<file path="config.mk">
export PLATFORM = sky130hd
export DESIGN_NAME = priority_wait_queue_core
export DESIGN_NICKNAME = d
export VERILOG_FILES = /design/src/sv/pwq_pkg.sv /design/src/sv/priority_wait_queue_core.sv
export SDC_FILE = /design/constraint.sdc
export NUM_CORES = 1
export LEC_CHECK = 0
export BUFFER_PORTS_ARGS = -buffer_cell sky130_fd_sc_hd__buf_2
export CAP_MARGIN = 0
export CELL_PAD_IN_SITES_DETAIL_PLACEMENT = 0
export CELL_PAD_IN_SITES_GLOBAL_PLACEMENT = 1
export CORE_MARGIN = 1.5
export CORE_UTILIZATION = 54
export CTS_BUF_LIST = sky130_fd_sc_hd__clkbuf_8
export DETAILED_ROUTE_END_ITERATION = 10
export GPL_ROUTABILITY_DRIVEN = 1
export PLACE_DENSITY_LB_ADDON = 0.1
export SYNTH_ARGS = -nofsm -noshare
export SYNTH_HDL_FRONTEND = slang
export SYNTH_SLANG_ARGS = --single-unit
</file>
<file path="constraint.sdc">
create_clock -name clock -period 3.75 [get_ports clock]
set_input_delay 0.75 -clock clock [delete_from_list [all_inputs] [get_ports clock]]
set_output_delay 0.75 -clock clock [all_outputs]
set_load 0.01 [all_outputs]
</file>
<file path="src/sv/pwq_pkg.sv">
`timescale 1ns / 1ps
`default_nettype none

package pwq_pkg;

   localparam int ID_BITS          = 8;
   localparam int PRIO_BITS        = 8;
   localparam int MAX_WAITERS_DEF  = 16;
   localparam int ENTRY_W          = ID_BITS + PRIO_BITS;
   localparam int OCC_W            = 5;
   localparam int REQ_DATA_W       = 16;
   localparam int RSP_DATA_W       = 24;

   typedef enum logic {
      FUNC_INSERT = 1'b0,
      FUNC_REMOVE = 1'b1
   } func_type;

   typedef enum logic [1:0] {
      STAT_OK        = 2'd0,
      STAT_FULL      = 2'd1,
      STAT_NOT_FOUND = 2'd2,
      STAT_DUP       = 2'd3
   } status_type;

   typedef enum logic [2:0] {
      S_IDLE,
      S_SCAN_RD,
      S_SCAN_CHK,
      S_DECIDE,
      S_SHIFT_RD,
      S_SHIFT_WR,
      S_PLACE,
      S_RESP
   } state_type;

endpackage

`default_nettype wire

</file>
<file path="src/sv/priority_wait_queue_core.sv">
// Sorted wait queue of thread ids, smaller priority first, equal priorities
// kept in arrival order.
// Request channel (req_*): one transaction per operation. req_tuser selects
// insert (0) or remove by id (1); req_tdata carries the thread id and the
// priority of an inserted waiter.
// Response channel (rsp_*): exactly one transaction per request, carrying the
// status, the head entry after the operation and the occupancy.
// The entries live in one small memory; a sequencer walks it with one shared
// compare unit. Each visited entry is read and then compared; each moved entry
// is read and then written back one slot over.
// After acceptance the core scans every occupied entry, decides, shifts the
// entries that move and writes an inserted entry before it loads the response;
// on an empty queue the scan is skipped.
// One operation is processed at a time; req_tready is high only while idle, so
// a new request is taken only once the previous response has been loaded.
// The response sits in an output register; a stalled receiver holds the core
// at its response step until the register frees up.
// Reset empties the queue and drops any pending response.
`timescale 1ns / 1ps
`default_nettype none

module priority_wait_queue_core #(
   parameter int MAX_WAITERS = pwq_pkg::MAX_WAITERS_DEF
) (
   input  wire logic                            clock,
   input  wire logic                            reset,
   input  wire logic                            req_tvalid,
   output logic                                 req_tready,
   // thread_id [7:0], priority_req [15:8]
   input  wire logic [pwq_pkg::REQ_DATA_W-1:0]  req_tdata,
   // func
   input  wire logic                            req_tuser,
   output logic                                 rsp_tvalid,
   input  wire logic                            rsp_tready,
   // status [1:0], head_valid [2], head_thread [10:3], head_priority [18:11],
   // occupancy [23:19]
   output logic [pwq_pkg::RSP_DATA_W-1:0]       rsp_tdata
);

   import pwq_pkg::*;

   localparam int CNT_W = $clog2(MAX_WAITERS + 1);
   localparam int IDX_W = (MAX_WAITERS > 1) ? $clog2(MAX_WAITERS) : 1;

   logic [ENTRY_W-1:0] slot_mem [MAX_WAITERS];
   logic [ENTRY_W-1:0] slot_rd_ff;

   state_type                state_ff, state_in;
   func_type                 func_ff, func_in;
   logic [ID_BITS-1:0]       id_ff, id_in;
   logic [PRIO_BITS-1:0]     prio_ff, prio_in;
   logic [IDX_W-1:0]         idx_ff, idx_in;
   logic                     found_ff, found_in;
   logic [IDX_W-1:0]         hit_ff, hit_in;
   logic                     pos_set_ff, pos_set_in;
   logic [CNT_W-1:0]         pos_ff, pos_in;
   logic [CNT_W-1:0]         cur_ff, cur_in;
   logic [CNT_W-1:0]         count_ff, count_in;
   status_type               status_ff, status_in;
   logic [ID_BITS-1:0]       head_thread_ff;
   logic [PRIO_BITS-1:0]     head_prio_ff;
   logic                     rsp_valid_ff, rsp_valid_in;
   logic [RSP_DATA_W-1:0]    rsp_data_ff, rsp_data_in;

   logic                     rsp_load;
   logic                     wr_en;
   logic [IDX_W-1:0]         wr_addr;
   logic [ENTRY_W-1:0]       wr_data;
   logic [IDX_W-1:0]         rd_addr;

   logic [ID_BITS-1:0]       rd_thread;
   logic [PRIO_BITS-1:0]     rd_prio;
   logic                     id_match;
   logic                     prio_greater;
   logic                     scan_last;
   logic                     count_full;
   logic [CNT_W-1:0]         hit_ext;
   logic                     head_valid;

   // shared compare unit
   assign rd_thread    = slot_rd_ff[ID_BITS-1:0];
   assign rd_prio      = slot_rd_ff[ENTRY_W-1:ID_BITS];
   assign id_match     = (rd_thread == id_ff);
   assign prio_greater = (rd_prio > prio_ff);
   assign scan_last    = ((CNT_W'(idx_ff) + CNT_W'(1)) == count_ff);
   assign count_full   = (count_ff == CNT_W'(MAX_WAITERS));
   assign hit_ext      = CNT_W'(hit_ff);
   assign rsp_load     = (state_ff == S_RESP) && (!rsp_valid_ff || rsp_tready);
   assign head_valid   = (count_ff != '0);

   assign req_tready = (state_ff == S_IDLE);
   assign rsp_tvalid = rsp_valid_ff;
   assign rsp_tdata  = rsp_data_ff;

   // next state
   always_comb begin
      state_in = state_ff;
      unique case (state_ff)
         S_IDLE: begin
            if (req_tvalid) begin
               state_in = (count_ff == '0) ? S_DECIDE : S_SCAN_RD;
            end
         end
         S_SCAN_RD: begin
            state_in = S_SCAN_CHK;
         end
         S_SCAN_CHK: begin
            state_in = scan_last ? S_DECIDE : S_SCAN_RD;
         end
         S_DECIDE: begin
            if (func_ff == FUNC_INSERT) begin
               if (found_ff || count_full) begin
                  state_in = S_RESP;
               end else if (count_ff == pos_ff) begin
                  state_in = S_PLACE;
               end else begin
                  state_in = S_SHIFT_RD;
               end
            end else begin
               if (!found_ff || ((hit_ext + CNT_W'(1)) == count_ff)) begin
                  state_in = S_RESP;
               end else begin
                  state_in = S_SHIFT_RD;
               end
            end
         end
         S_SHIFT_RD: begin
            state_in = S_SHIFT_WR;
         end
         S_SHIFT_WR: begin
            if (func_ff == FUNC_INSERT) begin
               state_in = ((cur_ff - CNT_W'(1)) == pos_ff) ? S_PLACE : S_SHIFT_RD;
            end else begin
               state_in = ((cur_ff + CNT_W'(2)) == count_ff) ? S_RESP : S_SHIFT_RD;
            end
         end
         S_PLACE: begin
            state_in = S_RESP;
         end
         S_RESP: begin
            if (rsp_load) begin
               state_in = S_IDLE;
            end
         end
         default: begin
            state_in = S_IDLE;
         end
      endcase
   end

   // datapath next values
   always_comb begin
      func_in    = func_ff;
      id_in      = id_ff;
      prio_in    = prio_ff;
      idx_in     = idx_ff;
      found_in   = found_ff;
      hit_in     = hit_ff;
      pos_set_in = pos_set_ff;
      pos_in     = pos_ff;
      cur_in     = cur_ff;
      count_in   = count_ff;
      status_in  = status_ff;
      unique case (state_ff)
         S_IDLE: begin
            if (req_tvalid) begin
               func_in    = func_type'(req_tuser);
               id_in      = req_tdata[ID_BITS-1:0];
               prio_in    = req_tdata[ID_BITS +: PRIO_BITS];
               idx_in     = '0;
               found_in   = 1'b0;
               pos_set_in = 1'b0;
               pos_in     = count_ff;
            end
         end
         S_SCAN_CHK: begin
            if (id_match && !found_ff) begin
               found_in = 1'b1;
               hit_in   = idx_ff;
            end
            if ((func_ff == FUNC_INSERT) && prio_greater && !pos_set_ff) begin
               pos_set_in = 1'b1;
               pos_in     = CNT_W'(idx_ff);
            end
            if (!scan_last) begin
               idx_in = idx_ff + IDX_W'(1);
            end
         end
         S_DECIDE: begin
            if (func_ff == FUNC_INSERT) begin
               if (found_ff) begin
                  status_in = STAT_DUP;
               end else if (count_full) begin
                  status_in = STAT_FULL;
               end else begin
                  status_in = STAT_OK;
                  cur_in    = count_ff;
               end
            end else begin
               if (!found_ff) begin
                  status_in = STAT_NOT_FOUND;
               end else begin
                  status_in = STAT_OK;
                  cur_in    = hit_ext;
                  if ((hit_ext + CNT_W'(1)) == count_ff) begin
                     count_in = count_ff - CNT_W'(1);
                  end
               end
            end
         end
         S_SHIFT_WR: begin
            if (func_ff == FUNC_INSERT) begin
               cur_in = cur_ff - CNT_W'(1);
            end else begin
               cur_in = cur_ff + CNT_W'(1);
               if ((cur_ff + CNT_W'(2)) == count_ff) begin
                  count_in = count_ff - CNT_W'(1);
               end
            end
         end
         S_PLACE: begin
            count_in = count_ff + CNT_W'(1);
         end
         default: begin
         end
      endcase
   end

   // memory control and response register
   always_comb begin
      wr_en   = 1'b0;
      wr_addr = cur_ff[IDX_W-1:0];
      wr_data = slot_rd_ff;
      rd_addr = idx_ff;
      unique case (state_ff)
         S_SHIFT_RD: begin
            if (func_ff == FUNC_INSERT) begin
               rd_addr = IDX_W'(cur_ff - CNT_W'(1));
            end else begin
               rd_addr = IDX_W'(cur_ff + CNT_W'(1));
            end
         end
         S_SHIFT_WR: begin
            wr_en = 1'b1;
         end
         S_PLACE: begin
            wr_en   = 1'b1;
            wr_addr = pos_ff[IDX_W-1:0];
            wr_data = {prio_ff, id_ff};
         end
         default: begin
         end
      endcase

      rsp_valid_in = rsp_valid_ff;
      rsp_data_in  = rsp_data_ff;
      if (rsp_load) begin
         rsp_valid_in = 1'b1;
         rsp_data_in  = {OCC_W'(count_ff),
                         head_valid ? head_prio_ff : PRIO_BITS'(0),
                         head_valid ? head_thread_ff : ID_BITS'(0),
                         head_valid,
                         status_ff};
      end else if (rsp_tready) begin
         rsp_valid_in = 1'b0;
      end
   end

   always_ff @(posedge clock) begin
      if (wr_en) begin
         slot_mem[wr_addr] <= wr_data;
      end
      slot_rd_ff <= slot_mem[rd_addr];
   end

   always_ff @(posedge clock) begin
      if (wr_en && (wr_addr == '0)) begin
         head_thread_ff <= wr_data[ID_BITS-1:0];
         head_prio_ff   <= wr_data[ENTRY_W-1:ID_BITS];
      end
      func_ff     <= func_in;
      id_ff       <= id_in;
      prio_ff     <= prio_in;
      idx_ff      <= idx_in;
      found_ff    <= found_in;
      hit_ff      <= hit_in;
      pos_set_ff  <= pos_set_in;
      pos_ff      <= pos_in;
      cur_ff      <= cur_in;
      status_ff   <= status_in;
      rsp_data_ff <= rsp_data_in;
   end

   always_ff @(posedge clock) begin
      if (reset) begin
         state_ff     <= S_IDLE;
         count_ff     <= '0;
         rsp_valid_ff <= 1'b0;
      end else begin
         state_ff     <= state_in;
         count_ff     <= count_in;
         rsp_valid_ff <= rsp_valid_in;
      end
   end

endmodule

`default_nettype wire

</file>
==> metrics <==
final setup fails 0; post-route cell area 16600 sq um; Cells after Synth 1012; Detailed Place HPWL 21700 microns; VDD IR max 0.000390 V; Post-synth EDFFs 319; total power 0.0119 W; Max Cap Viol 0; Core ar. 26800 sq um; status finished clean; Ant. Diodes 0; reg2reg start state_ff[2]$_SDFFE_PP0P_; FF+latch count, synth 344; Total GRT Usage 0.248; Period minus WS final 2.94 ns; total number of vias 8510; worst skew pair latency 0.57 ns; Final Net Count 1150; crit path launch state_ff[2]$_SDFFE_PP0P_; vias per inst 5.69; CP startpoint kind register; setup TNS 0 ns; syn_nets 1054; leading area contributor after synthesis edfxtp_1; Num CTS Buffers 56; DRC viols 0; Tightest Hold Check Type input pin to register; Initial DRC Count 621; Slew Viols, Final 0; top post-synthesis cells by area edfxtp_1 65%, mux2i_1 5.0%, mux2_2 4.2%; CP endpoint kind register; CTS Buffer Depth 3; Worst Clk Skew 0.0142 ns; Congestion Overflow GR 0; First-pass DRT Iterations 5; sequential share of the synthesized area 0.689; RSZ-0062 raised after global routing false; first-pass GRT wire length 51400 microns; Hold-fix buffers, CTS 0; Crit Path Category register to register; CTS clk-pin slew, worst paths 0.06 ns; HP Start req_tdata[15]; post-synthesis cell area 14600 sq um; Place WS 0.803 ns; synth-to-layout area growth 13.8%; Site Rows 60; die area 28100 sq um; FFs w/ async S/R, synth 0; average routed wire per standard cell 22.7 microns; Die Wd 168 microns; initial antenna violation count 0; vias in the first global route 8539; post-route ant nets 0; Yosys cell types 47; crit-path max FO 10; Starting Density 0.546; PwrDens 714 nW/um^2; # Post-CTS Setup Buffers 0; CTS Sinks 344; IO Port Bufs 46; H-tree depth 2; Synth top area share 0.655; CTS-repair resized insts 0; fin crit share 0.785; number of synthesis warnings 0; top_reg_cell synth edfxtp_1; layout cells sized above 1 0.213; Die Ht 168 microns; Slew headroom 0.515; Static Leak 6.11 nW; PnR worst setup slack 0.807 ns; IO Count 47; f_max 0.340 GHz; CP Data Arrival Time 3.38 ns; CP Data Required Time 4.19 ns; Area after DPL 15500 sq um; CTS root buffer clkbuf_8; final hold vios 0; final WL 33900 microns; Mean Syn Cell Area 14.5 sq um; routability cong. 0.804; CTS tree built; largest net degree at the start of global routing 52; Worst Max-Slew Pin Slew 0.727 ns
synthesized netlist by cell type (11+ instances only):
library cell and n:
a21oi_1 13, dfxtp_1 25, clkbuf_1 26, nand4_1 21
nand3_1 13, inv_1 23, o211ai_1 67, edfxtp_1 319
nand2_1 125, o21ai_0 27, nor2b_1 18, nor2_1 39
buf_2 17, mux2i_1 73, xnor2_1 34, xor2_1 11
ha_1 20, mux2_2 54
registers in the layout, indices dropped and copies added (netlist names), 2 cells and up:
register and count:
status_ff 2, hit_ff 4, prio_ff 8, head_thread_ff 8
slot_mem 241, id_ff 8, idx_ff 4, count_ff 5
cur_ff 5, slot_rd_ff 16, state_ff 3, pos_ff 5
head_prio_ff 7, rsp_tdata 24
metal layers:
metal | global-route usage | up-vias | share of wire
li1 | - | 3995 | -
met2 | 0.414 | 224 | 0.48
met5 | 0 | - | 0
met3 | 0.0418 | 53 | 0.048
met1 | 0.329 | 4238 | 0.44
met4 | 0.0901 | 0 | 0.030
critical path, stage by stage (launching register included):
cell and delay, ns:
dfxtp_1 0.47, nor3b_4 0.61, mux2i_4 0.71, buf_4 0.33, mux2_1 0.35, o211ai_1 0.20
nand4_1 0.12
stage by stage:
stage                     hold slack [ns]  instances   util
after CTS                           0.313       1495  0.621
after detailed placement            0.409       1391  0.580
final                               0.354       1495  0.621
after floorplan                     0.400       1012      -
after global placement              0.404       1391  0.580
after global routing                0.310       1495  0.621
cell usage in the layout (no fill, tap or decap), types with 20 or more instances in the layout:
cell type	instances
edfxtp_1	319
nand2_1	125
mux2i_1	71
o211ai_1	67
clkbuf_8	59
mux2_2	54
inv_1	46
buf_2	46
buf_4	43
xnor2_1	34
o21ai_0	27
nor2_1	26
dfxtp_1	25
nand4_1	21
ha_1	20
power breakdown:
| part | total [W] | internal, W | switching (W) |
|---|---|---|---|
| clock network | 0.00317 | 0.00173 | 0.00144 |
| logic | 0.00346 | 0.00135 | 0.00211 |
| registers | 0.00525 | 0.00493 | 0.000319 |
path summary, 6_finish.rpt:
path,to,slack (ns),depth (start not counted)
min,prio_ff[7]$_DFFE_PP_,0.35,1
max,slot_rd_ff[5]$_DFF_P_,0.81,6
max reg2reg,slot_rd_ff[5]$_DFF_P_,0.81,6
min reg2reg,rsp_tdata[0]$_DFFE_PP_,0.42,0
layout make-up:
type | instances | area (sq um)
multi-input combinational | 587 | 4260
tap | 341 | 427
clock inverter | 45 | 289
clock buffer | 59 | 812
inverter | 23 | 86.3
sequential | 344 | 10100
timing repair buffer | 96 | 693
fill | 2067 | 10200
logic make-up after synthesis:
logic type / synth area share
flops: 0.689
simple gates: 0.0767
compound gates: 0.0640
mux: 0.0992
buf+inv: 0.0258
xor+xnor: 0.0269
fa+ha+maj: 0.0185
(Power assumes the default switching activity.)
